**config.mk**
```make
export PLATFORM = sky130hd
export DESIGN_NAME = macroblock_tile_detile_address_unit
export DESIGN_NICKNAME = d
export VERILOG_FILES = /design/src/rtl/core/mbtd_pkg.sv /design/src/rtl/core/macroblock_tile_detile_address_unit.sv
export VERILOG_INCLUDE_DIRS = /design/src /design/src/rtl/core
export SDC_FILE = /design/constraint.sdc
export NUM_CORES = 1
export LEC_CHECK = 0
export BUFFER_PORTS_ARGS = -buffer_cell sky130_fd_sc_hd__buf_2
export CORE_MARGIN = 2
export CORE_UTILIZATION = 60
export DETAILED_ROUTE_END_ITERATION = 8
export GPL_ROUTABILITY_DRIVEN = 0
export GPL_TIMING_DRIVEN = 0
export PLACE_DENSITY = 0.76
export SYNTH_ARGS = -nofsm -noshare
export SYNTH_HDL_FRONTEND = slang
export SYNTH_SLANG_ARGS = --single-unit
```
**constraint.sdc**
```tcl
create_clock -name clock -period 14.7 [get_ports clock]
set_input_delay 2.94 -clock clock [delete_from_list [all_inputs] [get_ports clock]]
set_output_delay 2.94 -clock clock [all_outputs]
set_load 0.005 [all_outputs]
```
**src/rtl/core/macroblock_tile_detile_address_unit_assert.svh**
```systemverilog
// Assertion macros shared by the macroblock tile address RTL.
`ifndef MACROBLOCK_TILE_DETILE_ADDRESS_UNIT_ASSERT_SVH
`define MACROBLOCK_TILE_DETILE_ADDRESS_UNIT_ASSERT_SVH

// Same-cycle implication, checked on the rising clock edge outside reset.
`define MBTD_ASSERT_NOW(label, ante, cons) \
   label: assert property (@(posedge clock) disable iff (reset) (ante) |-> (cons)) \
      else $error("mbtd assertion failed");

// Next-cycle implication, checked on the rising clock edge outside reset.
`define MBTD_ASSERT_NEXT(label, ante, cons) \
   label: assert property (@(posedge clock) disable iff (reset) (ante) |=> (cons)) \
      else $error("mbtd assertion failed");

`endif

```
**src/rtl/core/mbtd_pkg.sv**
```systemverilog
// Types and constants of the macroblock tile address unit.
package mbtd_pkg;

   localparam int KIND_W     = 2;
   localparam int COORD_W    = 11;
   localparam int SIZE_W     = 12;
   localparam int OUT_ADDR_W = 23;
   localparam int REQ_DATA_W = 24;
   localparam int RSP_DATA_W = 24;
   localparam int CSR_IDX_W  = 2;
   // Widest unwrapped address: chroma base plus the largest plane offset.
   localparam int SUM_W      = 26;
   localparam int CBASE_W    = 25;

   localparam logic [KIND_W-1:0] KIND_LUMA = 2'd0;
   localparam logic [KIND_W-1:0] KIND_CB   = 2'd1;
   localparam logic [KIND_W-1:0] KIND_CR   = 2'd2;
   localparam logic [KIND_W-1:0] KIND_NONE = 2'd3;

   localparam logic [CSR_IDX_W-1:0] REG_FRAME_WIDTH  = 2'd0;
   localparam logic [CSR_IDX_W-1:0] REG_FRAME_HEIGHT = 2'd1;

   localparam logic [SIZE_W-1:0] FRAME_WIDTH_RESET  = 12'd1280;
   localparam logic [SIZE_W-1:0] FRAME_HEIGHT_RESET = 12'd720;

   typedef struct packed {
      logic [KIND_W-1:0]  kind;
      logic [COORD_W-1:0] column;
      logic [COORD_W-1:0] row;
   } pos_type;

endpackage

```
**src/rtl/core/macroblock_tile_detile_address_unit.sv**
```systemverilog
// Top level: raster pixel position to macroblock-tiled byte address.
//
//  channel | dir | tdata (low bit up)          | tuser
//  req_    | in  | column[10:0], row[21:11]    | kind[1:0]
//  rsp_    | out | byte_address[22:0]          | out_of_range
//  csr_    | in  | csr_wdata = frame width / frame height (12 bits), no read-back
//
// One item per cycle sustained while rsp_ is ready; an accepted item passes the input register,
// then the result register, which drives rsp_tvalid.
// The address path is one 7x12 multiply plus a short add tree; the chroma base
// multiply runs off the size registers and is registered.
// Synchronous reset clears valids and sets the sizes to 1280 x 720.
// When rsp_ stalls, one more item is held in the input register before req_tready drops.
module macroblock_tile_detile_address_unit #(
   parameter int ADDRESS_BITS = 23
) (
   input  logic                               clock,
   input  logic                               reset,
   input  logic                               req_tvalid,
   output logic                               req_tready,
   input  logic [mbtd_pkg::REQ_DATA_W-1:0]    req_tdata,   // column, row, zero pad
   input  logic [mbtd_pkg::KIND_W-1:0]        req_tuser,   // kind
   output logic                               rsp_tvalid,
   input  logic                               rsp_tready,
   output logic [mbtd_pkg::RSP_DATA_W-1:0]    rsp_tdata,   // byte_address, zero pad
   output logic                               rsp_tuser,   // out_of_range
   input  logic                               csr_we,
   input  logic [mbtd_pkg::CSR_IDX_W-1:0]     csr_index,
   input  logic [mbtd_pkg::SIZE_W-1:0]        csr_wdata
);
   import mbtd_pkg::*;

   logic [SIZE_W-1:0]     width_ff, width_in;
   logic [SIZE_W-1:0]     height_ff, height_in;
   logic [CBASE_W-1:0]    cbase_ff, cbase_in;
   logic [SIZE_W-1:0]     luma_cols_ff, luma_rows_ff;
   logic [COORD_W-1:0]    chroma_cols_ff, chroma_rows_ff;

   logic                  in_valid_ff, in_valid_in;
   pos_type               pos_ff, pos_in;
   logic                  out_valid_ff, out_valid_in;
   logic [OUT_ADDR_W-1:0] addr_ff, addr_in;
   logic                  oor_ff, oor_in;

   logic                  out_free, in_advance;
   logic                  is_luma, is_chroma, in_grid;
   logic [6:0]            pair_rows;
   logic [18:0]           pair_prod;
   logic [SUM_W-1:0]      pair_off, mb_off, sum, wrap_mask, wrapped;
   logic [8:0]            inner;
   logic [7:0]            cbase_rows;

   // ---------------- configuration ----------------
   always_comb begin
      width_in  = width_ff;
      height_in = height_ff;
      if (csr_we && csr_index == REG_FRAME_WIDTH) begin
         width_in = csr_wdata;
      end
      if (csr_we && csr_index == REG_FRAME_HEIGHT) begin
         height_in = csr_wdata;
      end
   end

   always_ff @(posedge clock) begin
      if (reset) begin
         width_ff  <= FRAME_WIDTH_RESET;
         height_ff <= FRAME_HEIGHT_RESET;
      end else begin
         width_ff  <= width_in;
         height_ff <= height_in;
      end
   end

   // Derived sizes are registered from the size registers; the block does not hold items back while they settle.
   assign cbase_rows = 8'((13'(height_ff) + 13'd16) >> 5);
   assign cbase_in   = CBASE_W'(20'(cbase_rows) * 20'(width_ff)) << 5;

   always_ff @(posedge clock) begin
      cbase_ff       <= cbase_in;
      luma_cols_ff   <= {width_ff[11:4], 4'b0};
      luma_rows_ff   <= {height_ff[11:4], 4'b0};
      chroma_cols_ff <= {width_ff[11:5], 4'b0};
      chroma_rows_ff <= {height_ff[11:4], 3'b0};
   end

   // ---------------- handshake ----------------
   assign out_free   = !out_valid_ff || rsp_tready;
   assign in_advance = !in_valid_ff || out_free;
   assign req_tready = in_advance;

   always_comb begin
      in_valid_in  = in_valid_ff;
      pos_in       = pos_ff;
      out_valid_in = out_valid_ff;
      if (in_advance) begin
         in_valid_in = req_tvalid;
         pos_in      = '{kind: req_tuser, column: req_tdata[10:0], row: req_tdata[21:11]};
      end
      if (out_free) begin
         out_valid_in = in_valid_ff;
      end
   end

   // ---------------- address ----------------
   assign is_luma   = pos_ff.kind == KIND_LUMA;
   assign is_chroma = pos_ff.kind == KIND_CB || pos_ff.kind == KIND_CR;
   assign in_grid   = is_luma
      ? (SIZE_W'(pos_ff.column) < luma_cols_ff && SIZE_W'(pos_ff.row) < luma_rows_ff)
      : (is_chroma && pos_ff.column < chroma_cols_ff && pos_ff.row < chroma_rows_ff);

   // Pairs of macroblock rows: luma 32 lines apart at w*32, chroma 16 at w*16.
   assign pair_rows = is_luma ? {1'b0, pos_ff.row[10:5]} : pos_ff.row[10:4];
   assign pair_prod = 19'(pair_rows) * 19'(width_ff);
   assign pair_off  = is_luma ? (SUM_W'(pair_prod) << 5) : (SUM_W'(pair_prod) << 4);

   // Macroblock column plus odd macroblock row.
   assign mb_off = (SUM_W'(pos_ff.column[10:4]) << 9)
                 | (SUM_W'(is_luma ? pos_ff.row[4] : pos_ff.row[3]) << 8);

   // Inside the macroblock: line interleave, column groups reversed in fours.
   always_comb begin
      if (is_luma) begin
         inner = 9'({pos_ff.row[3:2], 4'b0})
               + (pos_ff.row[0] ? 9'h080 : 9'h000)
               + (pos_ff.row[1] ? 9'h000 : 9'h008)
               + (pos_ff.column[3] ? 9'h040 : 9'h000)
               + (pos_ff.column[2] ? 9'h000 : 9'h004)
               + {7'b0, ~pos_ff.column[1:0]};
      end else begin
         inner = (pos_ff.row[2] ? 9'h010 : 9'h000)
               + (pos_ff.row[0] ? 9'h040 : 9'h000)
               + (pos_ff.row[1] ? 9'h000 : 9'h008)
               + ((pos_ff.kind == KIND_CB) ? 9'h004 : 9'h000)
               + (pos_ff.column[2] ? 9'h020 : 9'h000)
               + (pos_ff.column[3] ? 9'h080 : 9'h000)
               + {7'b0, ~pos_ff.column[1:0]};
      end
   end

   assign sum = (is_luma ? '0 : SUM_W'(cbase_ff)) + pair_off + mb_off + SUM_W'(inner);

   always_comb begin
      for (int i = 0; i < SUM_W; i++) begin
         wrap_mask[i] = i < ADDRESS_BITS;
      end
   end

   assign wrapped = sum & wrap_mask;
   assign addr_in = in_grid ? wrapped[OUT_ADDR_W-1:0] : '0;
   assign oor_in  = !in_grid;

   always_ff @(posedge clock) begin
      if (reset) begin
         in_valid_ff  <= 1'b0;
         out_valid_ff <= 1'b0;
      end else begin
         in_valid_ff  <= in_valid_in;
         out_valid_ff <= out_valid_in;
      end
   end

   always_ff @(posedge clock) begin
      pos_ff <= pos_in;
      if (out_free) begin
         addr_ff <= addr_in;
         oor_ff  <= oor_in;
      end
   end

   assign rsp_tvalid = out_valid_ff;
   assign rsp_tdata  = RSP_DATA_W'(addr_ff);
   assign rsp_tuser  = oor_ff;

   // ---------------- checks ----------------
`include "macroblock_tile_detile_address_unit_assert.svh"

   `MBTD_ASSERT_NOW(a_oor_zero_addr, out_valid_ff && oor_ff, addr_ff == '0)
   `MBTD_ASSERT_NOW(a_ready_only_full, !req_tready, in_valid_ff && out_valid_ff)
   `MBTD_ASSERT_NEXT(a_bad_kind_oor, in_valid_ff && out_free && pos_ff.kind == KIND_NONE, oor_ff)
   `MBTD_ASSERT_NEXT(a_no_phantom, !in_valid_ff && out_free, !out_valid_ff)

endmodule
```
==> flow_summary.toml <==
[status]
status = "finished clean"

[drt]
via_count = 8087
drtIter0Drc = 406
drtPass1Iterations = 6
ant_nets = 0
wire_per_inst_um = 16.8
routed_via_density = 5.53
wirelength_mm = 24.6
post-route-drc-count = 0

[power_and_ir_drop]
leakage_nw = 5.86
power_per_cell_area_mw_per_mm2 = 108
vdd_drop_max_v = 0.000137

[place]
io_buffers = 68
dp.cells = 1447
dp_hpwl_mm = 20.0
dpl-instance-area_mm2 = 0.0117

[final_layout]
nets = 1533
fin_cells = 1463
fillers = 1491
drive_above_1_share_pct = 9.89
final-seq-area_mm2 = 0.00256
multi_input_area_mm2 = 0.00772
area.growth.synth_to_final_pct = 8.21
antennaDiodeCount = 0
stdcell_area_mm2 = 0.0119

[clock_network]
clk_path_buf_depth = 2
cts-hold-fix-buffers = 0
cts_tree = "done"
cts-root-buf = "clkbuf_16"
post_cts_resized = 0
htreeDepth = 3
postCtsSetupRepairBufs = 0
cts_buffers = 9
clkSinkCount = 104
clk-insertion-delay-late_ns = 0.36
clk_pin_slew_ns = 0.07

[sta]
rsz0062_at_grt = "no"
hold_violations = 0
setup_viol = 0
layout_min_cycle_time_ns = 8.79
min_period_over_period_pct = 59.8
worst_pin_slew_ns = 1.06
max-slew-margin-rel_pct = 29.2
drv_slew = 0
max_freq_mhz = 114
finClkSkew_ns = 0.00719
setup-tns-final_ns = 0

[synth]
synth_top_area_share_pct = 21.8
synthSimpleGateAreaFrac_pct = 16.5
synth_xor_area_share_pct = 3.89
ys_seq_area_share_pct = 23.2
ys_ff_latch = 104
synth_edf_count = 48
synth-adder-area-share_pct = 37.5
syn_nets = 1454
netlist_top_cells_count = "inv_1, nand2_1, ha_1, fa_1, and2_1"
syn_inst = 1150
synth-compound-area-share_pct = 9.49
synth_area_leaders = "fa_1, ha_1, edfxtp_1"
yosysTopAreaCell = "fa_1"
synthMuxAreaShare_pct = 2.58
synth_ff_type = "dfxtp_1"
synth_top_family_by_area = "adder cells"
synth_async_sr_flop_share_pct = 0
synth_area_per_cell_um2 = 9.60
ys_types = 67
syn_area_mm2 = 0.0110
synth_most_common_cell = "inv_1"
yosys_warnings = 0

[worst_setup_path]
required_ns = 14.81
startpoint_type = "register"
critPathArrivalTime_ns = 8.91
ff2ff_setup_slack_ns = 5.91
critPathKind = "reg -> reg"
critPathCaptureType = "register"
crit_slowest_cell = "fa_1"
crit_fanout = 10
max_stage_delay_ns = 0.55
path_common_cell = "ha_1"

[floorplan]
die_w_um = 140
die_y_um = 140
core_mm2 = 0.0180
core.rowCount = 49
start_util_pct = 61.2
die-area_mm2 = 0.0195
num_io_pins = 72

[global_routing]
overflow = 0
grt_pass1_vias = 8511
antenna_found_initial = 0
grt_pass1_wl_mm = 41.5
grt_max_degree = 26
track_usage_pct = 26.8

[min_path]
min_path_type = "reg -> reg"

[job]
cap_viol_max_count = 0
path summary, 6_finish.rpt:
path / start / to / cells after the start
worst max-delay path: pos_ff[22] / addr_ff[22] / 34
worst min-delay path: height_ff[11] / chroma_rows_ff[10] / 0
worst max register to register: pos_ff[22] / addr_ff[22] / 34
worst min register to register: height_ff[11] / chroma_rows_ff[10] / 0
report_power, final:
group / internal [mW] / total [mW] / switching, mW
combinational: 0.299 / 0.704 / 0.405
sequential: 0.342 / 0.360 / 0.0184
clock: 0.116 / 0.230 / 0.113
through the flow:
step	total power, mW	util [%]	hold WS [ns]	setup WS, ns
after global routing	1.41	66.3	0.441	5.44
after CTS	1.30	66.3	0.420	5.99
final	1.29	66.3	0.416	5.91
after global placement	1.04	64.7	0.405	6.11
after floorplan	0.903	-	0.370	7.03
after detailed placement	1.06	64.7	0.407	6.06
flip-flops by register name, indices dropped and copies added (netlist names):
name            cells
in_valid_ff         1
luma_cols_ff        1
rsp_tuser           1
height_ff           8
width_ff           12
chroma_rows_ff      8
cbase_ff           18
addr_ff            23
chroma_cols_ff      7
pos_ff             24
rsp_tvalid          1
routing by layer:
metal / GRT usage, % / vias up / routed length (um)
met3: 4.03 / 56 / 1380
met2: 44.3 / 271 / 11400
met1: 35.6 / 3879 / 10900
li1: - / 3881 / -
met5: 0 / - / 0
met4: 10.9 / 0 / 940
area by class of cell:
class                      instances  share of cell area (%)
multi-input combinational        847                    64.7
sequential                       104                    21.5
inverter                         158                    4.97
timing repair buffer              68                    2.85
tap                              229                    2.40
clock buffer                       9                    1.89
buffer                            41                    1.32
clock inverter                     7                   0.450
worst max-delay path, delay by kind of cell (launching register included):
family / cells / cell delay [ns]
and+or+nand+nor: 5 / 1.04
adders and majority gates: 9 / 3.57
DFF: 1 / 0.36
AOI/OAI and AO/OA: 10 / 1.63
muxes: 2 / 0.57
xor gates and xnor gates: 1 / 0.12
buffers and inverters: 7 / 1.28
kinds of logic after synthesis:
family,count (synthesis)
compound gates,146
buf+inv,199
flops,104
simple gates,366
other cells,1
fa+ha+maj,259
mux,26
xor+xnor,49
cell usage in the layout, fill, tap and decap left out, types with 13 or more instances in the layout:
cell / count
fa_1: 120
dfxtp_1: 56
o21ai_0: 19
nor2b_1: 38
nand2_1: 142
xor2_1: 18
ha_1: 139
buf_2: 68
edfxtp_1: 48
a21oi_1: 44
and2_1: 81
nor2_1: 54
xnor2_1: 31
mux2_2: 16
inv_1: 157
clkbuf_1: 38
nand2b_1: 13
(Power assumes the default switching activity.)
